File: config.mk
export PLATFORM = sky130hd
export DESIGN_NAME = rtc_calendar_display_driver_top
export DESIGN_NICKNAME = d
export VERILOG_FILES = /design/src/rcdd_pkg.sv /design/src/rcdd_front.sv /design/src/rcdd_queue.sv /design/src/rcdd_back.sv /design/src/rtc_calendar_display_driver_top.sv
export SDC_FILE = /design/constraint.sdc
export NUM_CORES = 1
export LEC_CHECK = 0
export BUFFER_PORTS_ARGS = -buffer_cell sky130_fd_sc_hd__buf_4
export CORE_MARGIN = 3
export CORE_UTILIZATION = 35
export DETAILED_ROUTE_END_ITERATION = 7
export MAX_ROUTING_LAYER = met4
export PLACE_DENSITY = 0.58
export SLEW_MARGIN = 30
export SYNTH_ARGS = -nofsm -noshare
export SYNTH_HDL_FRONTEND = slang
export SYNTH_SLANG_ARGS = --single-unit
export TNS_END_PERCENT = 30
File: constraint.sdc
create_clock -name clk -period 8.6 [get_ports clk]
set_input_delay 0.43 -clock clk [delete_from_list [all_inputs] [get_ports clk]]
set_output_delay 0.43 -clock clk [all_outputs]
set_load 0.02 [all_outputs]
File: src/rcdd_pkg.sv
// Shared types, codes and helper functions for the clock-calendar display driver.
package rcdd_pkg;

	localparam logic [1:0] OP_TICK   = 2'd0;
	localparam logic [1:0] OP_BUTTON = 2'd1;
	localparam logic [1:0] OP_RX     = 2'd2;

	typedef enum logic [1:0] {
		MODE_TIME = 2'd0,
		MODE_DATE = 2'd1,
		MODE_OFF  = 2'd3
	} disp_mode_t;

	typedef struct packed {
		disp_mode_t  mode;
		logic [7:0]  a;
		logic [7:0]  b;
		logic [15:0] c;
	} disp_entry_t;

	localparam int QUEUE_DEPTH = 2;

	localparam logic [3:0] ADDR_SHUTDOWN  = 4'd12;
	localparam logic [3:0] ADDR_DIGIT0    = 4'd1;
	localparam logic [3:0] ADDR_TOP_DIGIT = 4'd8;
	localparam logic [3:0] LAST_INDEX     = 4'd8;
	localparam logic [2:0] YEAR_DIGITS    = 3'd4;

	localparam logic [7:0] SHUTDOWN_ON  = 8'd1;
	localparam logic [7:0] SHUTDOWN_OFF = 8'd0;
	localparam logic [7:0] DASH_CODE    = 8'd10;
	localparam logic [7:0] DP_BIT       = 8'h80;
	localparam logic [7:0] ASCII_ZERO   = 8'h30;
	localparam logic [7:0] ASCII_DASH   = 8'h2D;
	localparam logic [3:0] MSG_LAST     = 4'd9;

	localparam logic [7:0]  MONTHS      = 8'd12;
	localparam logic [13:0] INV25_14    = 14'h1C29;
	localparam logic [13:0] LIM25_14    = 14'd655;
	localparam logic [11:0] INV25_12    = 12'hC29;
	localparam logic [11:0] LIM25_12    = 12'd163;

	function automatic logic is_leap(input logic [15:0] y);
		logic [13:0] p4;
		logic [11:0] p16;
		p4  = 14'(y[15:2] * INV25_14);
		p16 = 12'(y[15:4] * INV25_12);
		return ((y[1:0] == 2'b00) && !(p4 <= LIM25_14)) ||
			((y[3:0] == 4'b0000) && (p16 <= LIM25_12));
	endfunction

	function automatic logic mod60_zero(input logic [7:0] v);
		return (v == 8'd0) || (v == 8'd60) || (v == 8'd120) || (v == 8'd180) ||
			(v == 8'd240);
	endfunction

	function automatic logic mod24_zero(input logic [7:0] v);
		return (v == 8'd0) || (v == 8'd24) || (v == 8'd48) || (v == 8'd72) ||
			(v == 8'd96) || (v == 8'd120) || (v == 8'd144) || (v == 8'd168) ||
			(v == 8'd192) || (v == 8'd216) || (v == 8'd240);
	endfunction

	function automatic logic [4:0] month_days(input logic [7:0] m, input logic leap);
		logic [4:0] d;
		case (m)
			8'd4, 8'd6, 8'd9, 8'd11: d = 5'd30;
			8'd1, 8'd3, 8'd5, 8'd7, 8'd8, 8'd10, 8'd12: d = 5'd31;
			default: d = leap ? 5'd29 : 5'd28;
		endcase
		return d;
	endfunction

	function automatic logic [7:0] ascii2(input logic [7:0] hi, input logic [7:0] lo);
		return 8'(lo + hi * 8'd10 - ASCII_ZERO * 8'd11);
	endfunction

	function automatic logic [15:0] ascii4(input logic [7:0] d3, input logic [7:0] d2,
		input logic [7:0] d1, input logic [7:0] d0);
		return 16'(16'(d0) + 16'(d1) * 16'd10 + 16'(d2) * 16'd100 + 16'(d3) * 16'd1000 -
			16'(ASCII_ZERO) * 16'd1111);
	endfunction

endpackage

File: src/rcdd_front.sv
// Front end: takes requests, keeps clock, calendar, buttons and set message, queues display runs.
module rcdd_front (
	input  logic                 clk,
	input  logic                 arst_n,
	input  logic                 in_valid,
	output logic                 in_stall,
	input  logic [1:0]           op,
	input  logic                 sw3_pressed,
	input  logic                 sw2_pressed,
	input  logic [7:0]           rx_byte,
	input  logic                 q_full,
	output logic                 push,
	output rcdd_pkg::disp_entry_t entry
);

	logic [7:0]  seconds_q, minutes_q, hours_q, day_q, month_q;
	logic [15:0] year_q;
	rcdd_pkg::disp_mode_t mode_q;
	logic        flag1_q, flag2_q;
	logic [3:0]  msg_count_q;
	logic [7:0]  msg_buf_q [0:8];
	logic        leap_q, year_pend_q;

	logic [7:0]  seconds_d, minutes_d, hours_d, day_d, month_d;
	logic [15:0] year_d;
	rcdd_pkg::disp_mode_t mode_d, m_t;
	logic        flag1_d, flag2_d;
	logic [3:0]  msg_count_d;
	logic        buf_we, year_chg, accept;

	logic        c_sec, c_min, c_hr, c_day, c_mo;
	logic [7:0]  m_inc, h_inc, d_inc, mo_inc;
	logic [7:0]  sec_t, min_t, hr_t, day_t, mon_t;
	logic [15:0] yr_t;

	assign in_stall = q_full || year_pend_q;
	assign accept   = in_valid && !in_stall;

	assign m_inc  = minutes_q + 8'd1;
	assign h_inc  = hours_q + 8'd1;
	assign d_inc  = day_q + 8'd1;
	assign mo_inc = month_q + 8'd1;

	assign c_sec = rcdd_pkg::mod60_zero(seconds_q);
	assign c_min = c_sec && rcdd_pkg::mod60_zero(m_inc);
	assign c_hr  = c_min && rcdd_pkg::mod24_zero(h_inc);
	assign c_day = c_hr && (d_inc > {3'b000, rcdd_pkg::month_days(month_q, leap_q)});
	assign c_mo  = c_day && (mo_inc > rcdd_pkg::MONTHS);

	assign sec_t = c_sec ? 8'd0 : seconds_q;
	assign min_t = c_min ? 8'd0 : (c_sec ? m_inc : minutes_q);
	assign hr_t  = c_hr ? 8'd0 : (c_min ? h_inc : hours_q);
	assign day_t = c_day ? 8'd1 : (c_hr ? d_inc : day_q);
	assign mon_t = c_mo ? 8'd1 : (c_day ? mo_inc : month_q);
	assign yr_t  = c_mo ? year_q + 16'd1 : year_q;

	always_comb begin
		seconds_d   = seconds_q;
		minutes_d   = minutes_q;
		hours_d     = hours_q;
		day_d       = day_q;
		month_d     = month_q;
		year_d      = year_q;
		mode_d      = mode_q;
		flag1_d     = flag1_q;
		flag2_d     = flag2_q;
		msg_count_d = msg_count_q;
		buf_we      = 1'b0;
		year_chg    = 1'b0;
		push        = 1'b0;
		m_t         = mode_q;
		entry.mode  = mode_q;
		entry.a     = hr_t;
		entry.b     = min_t;
		entry.c     = {8'd0, sec_t};
		if (accept) begin
			case (op)
				rcdd_pkg::OP_TICK: begin
					seconds_d = sec_t + 8'd1;
					minutes_d = min_t;
					hours_d   = hr_t;
					day_d     = day_t;
					month_d   = mon_t;
					year_d    = yr_t;
					year_chg  = c_mo;
					push      = 1'b1;
					if (mode_q == rcdd_pkg::MODE_DATE) begin
						entry.a = day_t;
						entry.b = mon_t;
						entry.c = yr_t;
					end
				end
				rcdd_pkg::OP_BUTTON: begin
					flag1_d = flag1_q ^ sw3_pressed;
					flag2_d = flag2_q ^ sw2_pressed;
					if (sw3_pressed && (mode_q != rcdd_pkg::MODE_OFF)) begin
						m_t = flag1_d ? rcdd_pkg::MODE_TIME : rcdd_pkg::MODE_DATE;
					end
					if (sw2_pressed) begin
						m_t = !flag2_d ? rcdd_pkg::MODE_OFF :
							(flag1_d ? rcdd_pkg::MODE_TIME : rcdd_pkg::MODE_DATE);
					end
					mode_d = m_t;
				end
				rcdd_pkg::OP_RX: begin
					if (msg_count_q == rcdd_pkg::MSG_LAST) begin
						msg_count_d = 4'd0;
						if (msg_buf_q[2] == rcdd_pkg::ASCII_DASH) begin
							hours_d   = rcdd_pkg::ascii2(msg_buf_q[0], msg_buf_q[1]);
							minutes_d = rcdd_pkg::ascii2(msg_buf_q[4], msg_buf_q[5]);
							seconds_d = rcdd_pkg::ascii2(msg_buf_q[8], rx_byte);
						end else begin
							day_d    = rcdd_pkg::ascii2(msg_buf_q[0], msg_buf_q[1]);
							month_d  = rcdd_pkg::ascii2(msg_buf_q[3], msg_buf_q[4]);
							year_d   = rcdd_pkg::ascii4(msg_buf_q[6], msg_buf_q[7],
								msg_buf_q[8], rx_byte);
							year_chg = 1'b1;
						end
					end else begin
						buf_we      = 1'b1;
						msg_count_d = msg_count_q + 4'd1;
					end
				end
				default: begin
				end
			endcase
		end
	end

	always_ff @(posedge clk or negedge arst_n) begin
		if (!arst_n) begin
			seconds_q   <= 8'd1;
			minutes_q   <= 8'd0;
			hours_q     <= 8'd0;
			day_q       <= 8'd1;
			month_q     <= 8'd1;
			year_q      <= 16'd1971;
			mode_q      <= rcdd_pkg::MODE_TIME;
			flag1_q     <= 1'b1;
			flag2_q     <= 1'b1;
			msg_count_q <= 4'd0;
			leap_q      <= 1'b0;
			year_pend_q <= 1'b0;
		end else begin
			seconds_q   <= seconds_d;
			minutes_q   <= minutes_d;
			hours_q     <= hours_d;
			day_q       <= day_d;
			month_q     <= month_d;
			year_q      <= year_d;
			mode_q      <= mode_d;
			flag1_q     <= flag1_d;
			flag2_q     <= flag2_d;
			msg_count_q <= msg_count_d;
			leap_q      <= rcdd_pkg::is_leap(year_q);
			year_pend_q <= year_chg;
		end
	end

	always_ff @(posedge clk) begin
		if (buf_we) begin
			msg_buf_q[msg_count_q] <= rx_byte;
		end
	end

endmodule

File: src/rcdd_queue.sv
// Short queue of display runs between the front end and the write sequencer.
module rcdd_queue (
	input  logic                  clk,
	input  logic                  arst_n,
	input  logic                  push,
	input  rcdd_pkg::disp_entry_t wr_entry,
	input  logic                  pop,
	output logic                  valid,
	output rcdd_pkg::disp_entry_t head,
	output logic                  full
);

	localparam int PTR_W = $clog2(rcdd_pkg::QUEUE_DEPTH);
	localparam int CNT_W = $clog2(rcdd_pkg::QUEUE_DEPTH + 1);

	rcdd_pkg::disp_entry_t entries_q [0:rcdd_pkg::QUEUE_DEPTH-1];
	logic [PTR_W-1:0] wr_ptr_q, rd_ptr_q;
	logic [CNT_W-1:0] count_q;

	function automatic logic [PTR_W-1:0] ptr_next(input logic [PTR_W-1:0] p);
		return (p == PTR_W'(rcdd_pkg::QUEUE_DEPTH - 1)) ? '0 : p + PTR_W'(1);
	endfunction

	assign valid = (count_q != '0);
	assign full  = (count_q == CNT_W'(rcdd_pkg::QUEUE_DEPTH));
	assign head  = entries_q[rd_ptr_q];

	always_ff @(posedge clk or negedge arst_n) begin
		if (!arst_n) begin
			wr_ptr_q <= '0;
			rd_ptr_q <= '0;
			count_q  <= '0;
		end else begin
			if (push) begin
				wr_ptr_q <= ptr_next(wr_ptr_q);
			end
			if (pop) begin
				rd_ptr_q <= ptr_next(rd_ptr_q);
			end
			if (push && !pop) begin
				count_q <= count_q + CNT_W'(1);
			end else if (pop && !push) begin
				count_q <= count_q - CNT_W'(1);
			end
		end
	end

	always_ff @(posedge clk) begin
		if (push) begin
			entries_q[wr_ptr_q] <= wr_entry;
		end
	end

endmodule

File: src/rcdd_back.sv
// Write sequencer: turns a queued display run into display register writes.
module rcdd_back (
	input  logic                  clk,
	input  logic                  arst_n,
	input  logic                  q_valid,
	input  rcdd_pkg::disp_entry_t q_head,
	output logic                  pop,
	output logic                  out_valid,
	input  logic                  out_stall,
	output logic [3:0]            reg_address,
	output logic [7:0]            reg_data,
	output logic                  last
);

	logic                  busy_q;
	logic [3:0]            idx_q;
	rcdd_pkg::disp_entry_t cur_q;
	logic [15:0]           yq_q;
	logic [2:0]            ystep_q;
	logic [3:0]            ydig_q [0:3];
	logic                  out_valid_q, last_q;
	logic [3:0]            addr_q;
	logic [7:0]            data_q;

	logic        adv, is_last, load;
	logic [7:0]  sel_v;
	logic [15:0] p10;
	logic [4:0]  hi;
	logic [3:0]  lo;
	logic [31:0] py;
	logic [15:0] qn;
	logic [3:0]  ydig;
	logic [3:0]  addr_w;
	logic [7:0]  data_w;

	assign adv     = busy_q && (!out_valid_q || !out_stall);
	assign is_last = (cur_q.mode == rcdd_pkg::MODE_OFF) || (idx_q == rcdd_pkg::LAST_INDEX);
	assign load    = q_valid && (!busy_q || (adv && is_last));
	assign pop     = load;

	always_comb begin
		case (idx_q)
			4'd1, 4'd2:       sel_v = cur_q.a;
			4'd3, 4'd4, 4'd5: sel_v = cur_q.b;
			default:          sel_v = cur_q.c[7:0];
		endcase
	end

	assign p10 = 16'(sel_v) * 16'd205;
	assign hi  = p10[15:11];
	assign lo  = 4'(sel_v[3:0] - {hi[0], 3'b000} - {hi[2:0], 1'b0});

	assign py   = 32'(yq_q) * 32'd52429;
	assign qn   = 16'(py[31:19]);
	assign ydig = 4'(yq_q[3:0] - {qn[0], 3'b000} - {qn[2:0], 1'b0});

	always_comb begin
		addr_w = 4'(rcdd_pkg::ADDR_DIGIT0 + (rcdd_pkg::LAST_INDEX - idx_q));
		data_w = 8'(lo);
		case (cur_q.mode)
			rcdd_pkg::MODE_TIME: begin
				case (idx_q)
					4'd0: begin
						addr_w = rcdd_pkg::ADDR_SHUTDOWN;
						data_w = rcdd_pkg::SHUTDOWN_ON;
					end
					4'd3, 4'd6:       data_w = rcdd_pkg::DASH_CODE;
					4'd1, 4'd4, 4'd7: data_w = 8'(hi);
					default:          data_w = 8'(lo);
				endcase
			end
			rcdd_pkg::MODE_DATE: begin
				case (idx_q)
					4'd0: begin
						addr_w = rcdd_pkg::ADDR_SHUTDOWN;
						data_w = rcdd_pkg::SHUTDOWN_ON;
					end
					4'd1, 4'd3: data_w = 8'(hi);
					4'd2, 4'd4: data_w = rcdd_pkg::DP_BIT | 8'(lo);
					default:    data_w = 8'(ydig_q[2'(rcdd_pkg::LAST_INDEX - idx_q)]);
				endcase
			end
			default: begin
				addr_w = rcdd_pkg::ADDR_SHUTDOWN;
				data_w = rcdd_pkg::SHUTDOWN_OFF;
			end
		endcase
	end

	always_ff @(posedge clk or negedge arst_n) begin
		if (!arst_n) begin
			busy_q      <= 1'b0;
			idx_q       <= 4'd0;
			ystep_q     <= rcdd_pkg::YEAR_DIGITS;
			out_valid_q <= 1'b0;
		end else begin
			if (load) begin
				busy_q <= 1'b1;
				idx_q  <= 4'd0;
			end else if (adv && is_last) begin
				busy_q <= 1'b0;
			end else if (adv) begin
				idx_q <= idx_q + 4'd1;
			end
			if (load) begin
				ystep_q <= 3'd0;
			end else if (ystep_q != rcdd_pkg::YEAR_DIGITS) begin
				ystep_q <= ystep_q + 3'd1;
			end
			if (adv) begin
				out_valid_q <= 1'b1;
			end else if (!out_stall) begin
				out_valid_q <= 1'b0;
			end
		end
	end

	always_ff @(posedge clk) begin
		if (load) begin
			cur_q <= q_head;
			yq_q  <= q_head.c;
		end else if (ystep_q != rcdd_pkg::YEAR_DIGITS) begin
			yq_q                  <= qn;
			ydig_q[ystep_q[1:0]] <= ydig;
		end
		if (adv) begin
			addr_q <= addr_w;
			data_q <= data_w;
			last_q <= is_last;
		end
	end

	assign out_valid   = out_valid_q;
	assign reg_address = addr_q;
	assign reg_data    = data_q;
	assign last        = last_q;

endmodule

File: src/rtc_calendar_display_driver_top.sv
// Top level of the clock-calendar display driver.
//
//   channel  side    handshake            payload
//   in       input   in_valid / in_stall  op, sw3_pressed, sw2_pressed, rx_byte
//   out      output  out_valid/out_stall  reg_address, reg_data, last
//
// The front end takes one request per cycle unless the queue is full or a year change is pending.
// A year change comes from a tick that rolls over the year or from a date set message.
// A tick's run passes the run queue and the current-run register before its first write is registered.
// A time or date tick gives nine writes, an off tick one write.
// The two-entry run queue sets how far the front end runs ahead of the write sequencer.
// Reset: 00:00:01 on 01.01.1971, time display, both button flags set, empty set message.
// out_stall holds the output register; the front end keeps accepting until the queue fills.
module rtc_calendar_display_driver_top (
	input  logic       clk,
	input  logic       arst_n,
	input  logic       in_valid,
	output logic       in_stall,
	input  logic [1:0] op,
	input  logic       sw3_pressed,
	input  logic       sw2_pressed,
	input  logic [7:0] rx_byte,
	output logic       out_valid,
	input  logic       out_stall,
	output logic [3:0] reg_address,
	output logic [7:0] reg_data,
	output logic       last
);

	logic                  push, pop, q_valid, q_full;
	rcdd_pkg::disp_entry_t wr_entry, q_head;

	rcdd_front u_front (
		.clk         (clk),
		.arst_n      (arst_n),
		.in_valid    (in_valid),
		.in_stall    (in_stall),
		.op          (op),
		.sw3_pressed (sw3_pressed),
		.sw2_pressed (sw2_pressed),
		.rx_byte     (rx_byte),
		.q_full      (q_full),
		.push        (push),
		.entry       (wr_entry)
	);

	rcdd_queue u_queue (
		.clk      (clk),
		.arst_n   (arst_n),
		.push     (push),
		.wr_entry (wr_entry),
		.pop      (pop),
		.valid    (q_valid),
		.head     (q_head),
		.full     (q_full)
	);

	rcdd_back u_back (
		.clk         (clk),
		.arst_n      (arst_n),
		.q_valid     (q_valid),
		.q_head      (q_head),
		.pop         (pop),
		.out_valid   (out_valid),
		.out_stall   (out_stall),
		.reg_address (reg_address),
		.reg_data    (reg_data),
		.last        (last)
	);

endmodule

## Word level (Yosys, flattened, before mapping)

Memories as Yosys holds them, arrays and structs flattened.
Index checks and enable logic that the tools add are counted.

| word-level totals | value |
|---|---|
| memories | 3 |
| bits in writable memories | 156 |
| ROM bits | 0 |
| latch bits | 0 |
| output and inout port bits | 15 |
| register bits after elaboration | 134 |

Memory list:

| memory | words | bits a word | read ports | clocked after Yosys merged registers in | write ports | RTL line | RTL |
|---|---|---|---|---|---|---|---|
| u_front.msg_buf_q | 9 | 8 | 9 | 0 | 1 | rcdd_front.sv:21 | `logic [7:0] msg_buf_q [0:8];` |
| u_queue.entries_q | 2 | 34 | 1 | 0 | 1 | rcdd_queue.sv:16 | `rcdd_pkg::disp_entry_t entries_q [0:rcdd_pkg::QUEUE_DEPTH-1];` |
| u_back.ydig_q | 4 | 4 | 1 | 0 | 1 | rcdd_back.sv:20 | `logic [3:0] ydig_q [0:3];` |

| operators by class | value |
|---|---|
| $add $sub $neg | 31 |
| reductions and logical operators | 74 |
| bitwise operators | 3 |
| shift-type cells | 0 |
| multiplexer cells | 73 |
| magnitude comparators | 4 |
| multipliers | 11 |
| equality and inequality tests | 52 |
| div/mod/pow operators | 0 |

Operators by type and width:

| cell | number |
|---|---|
| 2-to-1 mux 8 bit | 19 |
| case mux 8 bit (2 select lines) | 7 |
| 2-to-1 mux 32 bit | 3 |
| 2-to-1 mux 16 bit | 5 |
| == test 8 bit, second input constant | 9 |
| adder 8 x 1 -> 8 bit, second input constant | 5 |
| == test 8 x 4 -> 1 bit, second input constant | 5 |
| == test 8 x 7 -> 1 bit, second input constant | 5 |
| adder 8 bit | 4 |
| == test 8 x 3 -> 1 bit, second input constant | 4 |
| == test 8 x 6 -> 1 bit, second input constant | 4 |
| multiplier 16 x 16 -> 32 bit, second input constant | 1 |
| multiplier 8 x 3 -> 7 bit, second input constant | 4 |
| case mux 16 bit (2 select lines) | 1 |
| subtractor 8 x 5 -> 8 bit, second input constant | 4 |
| logical NOT 8 bit | 3 |
| case mux 8 bit (3 select lines) | 1 |
| logical OR 1 bit | 23 |
| 2-to-1 mux 1 bit | 23 |
| adder 16 x 1 -> 16 bit, second input constant | 1 |
| adder 16 x 15 -> 16 bit | 1 |
| adder 16 bit | 1 |
| == test 4 x 3 -> 1 bit, second input constant | 4 |
| multiplier 8 x 8 -> 16 bit, second input constant | 1 |
| other kinds (50) | 110 |

## Longest topological paths before layout

| logic depth | value |
|---|---|
| depth in word-level cells | 19 |
| mapped depth | 30 |
| depth with buffers taken out | 29 |

## Cells and area by module

Synthesis repeated with hierarchy kept, for this count alone.

| unflattened totals | value |
|---|---|
| cell total of the unflattened synthesis | 2574 |
| area total of the unflattened synthesis | 26709.4 µm² |

By module, submodules not included:

| module | times used | cells each | seq. area each (µm²) | area each (µm²) |
|---|---|---|---|---|
| rcdd_front | 1 | 1573 | 3769.9 | 14644.0 |
| rcdd_back | 1 | 879 | 2298.5 | 9271.4 |
| rcdd_queue | 1 | 122 | 2142.1 | 2793.9 |

## Worst setup path after synthesis

Ideal clock, no wire load.

| timing | value |
|---|---|
| kind | register -> register |
| start | register u_back.idx_q[0] |
| end | register u_back.data_q[3] (netlist: u_back.reg_data[3]) (data pin) |
| path slack | 2.084 ns |
| buffers on the path | 2 |
| data required time | 8.339 ns |
| arrival time | 6.255 ns |
| cell stages (with the launch flop) | 30 |
| clock period less this slack | 6.516 ns |
| cell sequence | dfrtp_1 > buf_1 > inv_1 > ha_1 > clkbuf_1 > nand2_1 > a31o_2 > a221o_1 > ha_1 > inv_1 > fa_1 > inv_1 > fa_1 > inv_1 > fa_1 > inv_1 > ha_1 > nand4_1 > nor2_1 > a211o_1 > a31oi_1 > inv_1 > a21oi_1 > xnor2_1 > ha_1 > nand2_1 > nand2_1 > xnor3_1 > a21oi_1 > o21ai_0 |

| between the ends | value |
|---|---|
| cells in the longest elaborated chain, start to end | 8 |

Ends and longest elaborated chain:

| item | RTL line | RTL |
|---|---|---|
| start, declared | rcdd_back.sv:16 | `logic [3:0] idx_q;` |
| start signal, assigned | rcdd_back.sv:103 | `idx_q <= idx_q + 4'd1;` |
| == test 4 x 3 -> 1 bit (tied with other cells) | rcdd_back.sv:42 | `case (idx_q)` |
| OR reduction 3 bit / OR reduction 2 bit (equally long branches) | rcdd_back.sv:42 |  |
| case mux 8 bit (2 select lines) | rcdd_back.sv:42 |  |
| multiplier 8 x 8 -> 16 bit | rcdd_back.sv:49 | `assign p10 = 16'(sel_v) * 16'd205;` |
| subtractor 4 bit (2 in series) | rcdd_back.sv:51 | `assign lo = 4'(sel_v[3:0] - {hi[0], 3'b000} - {hi[2:0], 1'b0});` |
| case mux 8 bit (3 select lines) / case mux 5 bit (3 select lines) (equally long branches) | rcdd_back.sv:73, rcdd_back.sv:62 |  |
| case mux 8 bit (2 select lines) * | rcdd_back.sv:60 | `case (cur_q.mode)` |
| via u_back.data_w[3] | rcdd_back.sv:34 | `logic [7:0] data_w;` |
| end signal, assigned | rcdd_back.sv:128 | `data_q <= data_w;` |
| end, declared | rcdd_back.sv:23 | `logic [7:0] data_q;` |

The timed path passes the listed nets; every way through them passes the cells marked *.
A chain may end at the register's enable or synchronous reset.

## Final worst setup path

Ends and elaborated chain as after synthesis.

==> results.sh <==
export IMPL_status="completed"
export IMPL_grt_overflow_total=0
export IMPL_viasPerCell=5.09
export IMPL_r2r_start="u_back.idx_q[0]"
export IMPL_grt_max_degree=72
export IMPL_synth_seq_area_share_pct=31.7
export IMPL_start_kind="register"
export IMPL_cts_resized_gates=0
export IMPL_syn_mean_instance_area_um2=10.3
export IMPL_synth_fa_ha_area_share_pct=32.6
export IMPL_drtIter0Drc=1084
export IMPL_yosysTopAreaCell="edfxtp_1"
export IMPL_synth_seq_cells=286
export IMPL_synth_top_area_share_pct=24.0
export IMPL_maxCapViolCount=0
export IMPL_multi_input_area_um2=15900
export IMPL_synthesis_area_um2=25900
export IMPL_slew_headroom_pct=40.4
export IMPL_synth_compound_area_share_pct=10.8
export IMPL_crit_family="adder cells"
export IMPL_cts_tree="built"
export IMPL_tns_ps=0
export IMPL_core_um2=73100
export IMPL_post_drt_wl_per_cell_um=17.2
export IMPL_cts_path_max_buffers=3
export IMPL_routed_wl_um=60300
export IMPL_worst_pin_slew_ps=887
export IMPL_rows=99
export IMPL_cpPeakStageDelay_ps=720
export IMPL_synth_most_common_cell="ha_1"
export IMPL_vias=17900
export IMPL_grt_pass1_wl_um=98100
export IMPL_die_x_um=278
export IMPL_cts_setup_buffers=0
export IMPL_hold_path_end="u_back.out_valid"
export IMPL_path_buf_inv=7
export IMPL_worstSetupPathType="reg2reg"
export IMPL_cts_buffers=31
export IMPL_synth_cells=2515
export IMPL_antenna_found_initial=0
export IMPL_drc=0
export IMPL_ioPinCount=31
export IMPL_nNetsFinal=3124
export IMPL_antennaDiodeCount=0
export IMPL_grt_usage_pct=16.0
export IMPL_ff2ff_setup_slack_ps=1430
export IMPL_fmaxAchievable_ghz=0.139
export IMPL_netlist_cell_type_count=79
export IMPL_clock_latency_ps=580
export IMPL_drive_gt1_share_pct=6.66
export IMPL_firstDrtPassIters=5
export IMPL_cts_hold_buf=1
export IMPL_yosys_area_share_simple_pct=9.62
export IMPL_htreeDepth=1
export IMPL_hpwl_um=47500
export IMPL_n_fill_cell=7155
export IMPL_synth_mux_area_share_pct=2.30
export IMPL_grt_pass1_vias=18200
export IMPL_crit_required_ps=8900
export IMPL_port_buffers=28
export IMPL_yosysWarningCount=0
export IMPL_hp_start="out_stall"
export IMPL_setup_viol=0
export IMPL_period_minus_slack_ps=7170
export IMPL_die_h_um=278
export IMPL_cpMaxStageDelayCell="dfrtp_1"
export IMPL_timing_rr_end="u_back.reg_data[3]"
export IMPL_cpMostUsedCell="inv_1"
export IMPL_path_clk_slew_ps=60
export IMPL_synth_xor_area_share_pct=5.87
export IMPL_hold_depth=3
export IMPL_synth_top_family_by_area="adder cells"
export IMPL_finalHoldViolCount=0
export IMPL_seqCellArea_um2=8210
export IMPL_cp_end_kind="register"
export IMPL_async_flop_share_pct=27.6
export IMPL_reg2reg_depth=29
export IMPL_grt_setup_unrepaired="no"
export IMPL_antenna_left=0
export IMPL_synth_area_leaders="edfxtp_1 (24%), ha_1 (21%), fa_1 (12%)"
export IMPL_clock_sinks=286
export IMPL_synth_edf_count=207
export IMPL_worstPathMaxFanout=14
export IMPL_synth_commonest_cells="ha_1 (425), inv_1 (413), edfxtp_1 (207)"
export IMPL_worstHoldPathType="in2reg"
export IMPL_finalCritPeriodShare_pct=83.4
export IMPL_gp_congestion=0.913
export IMPL_critical_path_arrival_ps=7470
export IMPL_initial_core_util_pct=35.4
export IMPL_synth_ff_type="edfxtp_1"
export IMPL_die_area_um2=77300
export IMPL_drv_slew=0
export IMPL_cts_root_buf="clkbuf_16"
export IMPL_fin_skew_ps=23.3
export IMPL_areaGrowthSynthToFinish_pct=8.96
## area by class of cell
type	count	share of cell area, %
inverters	413	5.49
well taps	959	4.25
multi-input cells	1746	56.3
repair buffers	49	1.33
clock inverters	22	0.736
flip-flops and latches	286	29.1
clock buffers	35	2.80
## logic make-up (layout without fill, tap and decap cells)
family          after synthesis  count (layout)
fa+ha+maj                   581             581
other cells                   1               3
simple gates                509             509
buf+inv                     485             519
flops                       286             286
compound gates              430             430
xor+xnor                    172             172
mux                          51              51
## layer usage
| metal | GRT usage [%] | up-vias | part of all wire (%) |
|---|---|---|---|
| li1 | - | 8719 | - |
| met1 | 21.8 | 8718 | 47 |
| met2 | 25.5 | 334 | 46 |
| met3 | 1.64 | 81 | 3.6 |
| met4 | 3.99 | 0 | 2.9 |
| met5 | - | - | 0 |
## through the flow
stage | hold slack, ps | cell area [µm²] | worst slack (ps) | instances | util, %
after global placement | 286 | 27200 | 1520 | 3452 | 37.2
after detailed placement | 288 | 27200 | 1410 | 3452 | 37.2
final | 135 | 28200 | 1430 | 3510 | 38.6
after floorplan | 134 | 25900 | 2080 | 2517 | -
after CTS | 109 | 28200 | 1410 | 3510 | 38.6
after global routing | 134 | 28200 | 867 | 3510 | 38.6
## state kept, by name (all words and copies together), names as in the netlist, 6 cells and up
signal,cells
u_back.yq_q,16
u_front.year_q,16
u_front.day_q,8
u_front.hours_q,8
u_front.minutes_q,8
u_queue.entries_q,68
u_back.cur_q,26
u_back.reg_data,6
u_front.msg_buf_q,70
u_front.month_q,8
u_back.ydig_q,16
u_front.seconds_q,8
## cells in the final DEF, fill, tap and decap left out, types with 7 or more instances in the layout
cell type	Yosys	final
ha_1	425	425
inv_1	413	412
edfxtp_1	207	207
fa_1	156	156
nand2_1	145	145
xnor2_1	130	130
nor2_1	118	116
a21oi_1	108	108
o21ai_0	94	93
dfrtp_1	65	65
nor3_1	58	56
buf_4	3	47
nand3_1	42	42
xor2_1	41	41
a21o_1	32	32
clkbuf_16	0	31
mux2_2	28	28
nand4_1	21	21
a31oi_1	21	21
a22o_1	19	19
mux2i_1	19	19
and3_1	19	19
nand2b_1	19	18
a22oi_1	15	15
o211ai_1	15	15
and2_1	14	14
o21a_1	14	14
or3_1	14	14
dfstp_2	14	14
nor2b_1	14	13
o22ai_1	13	13
nor4_1	13	13
o21bai_1	11	11
a211oi_1	11	11
o31ai_1	8	8
a2bb2oi_1	7	7
## worst max path at each step
stage	start	to	slack, ps	cells past startpoint
after global placement	u_back.idx_q[0]	u_back.reg_data[3]	1520	29
final	u_back.idx_q[0]	u_back.reg_data[3]	1430	29
after global routing	u_back.idx_q[0]	u_back.reg_data[3]	870	29
after detailed placement	u_back.idx_q[0]	u_back.reg_data[3]	1410	29
after floorplan	u_back.idx_q[0]	u_back.reg_data[3]	2080	29
after CTS	u_back.idx_q[0]	u_back.reg_data[3]	1410	29
## worst min-delay path, cell delays in order
cell and delay [ps]:
buf_4 80, nand2_1 80, nand2b_1 80
Power is not shown: default switching activity piles up to over one toggle a cycle in this logic, so the estimate is an artifact.
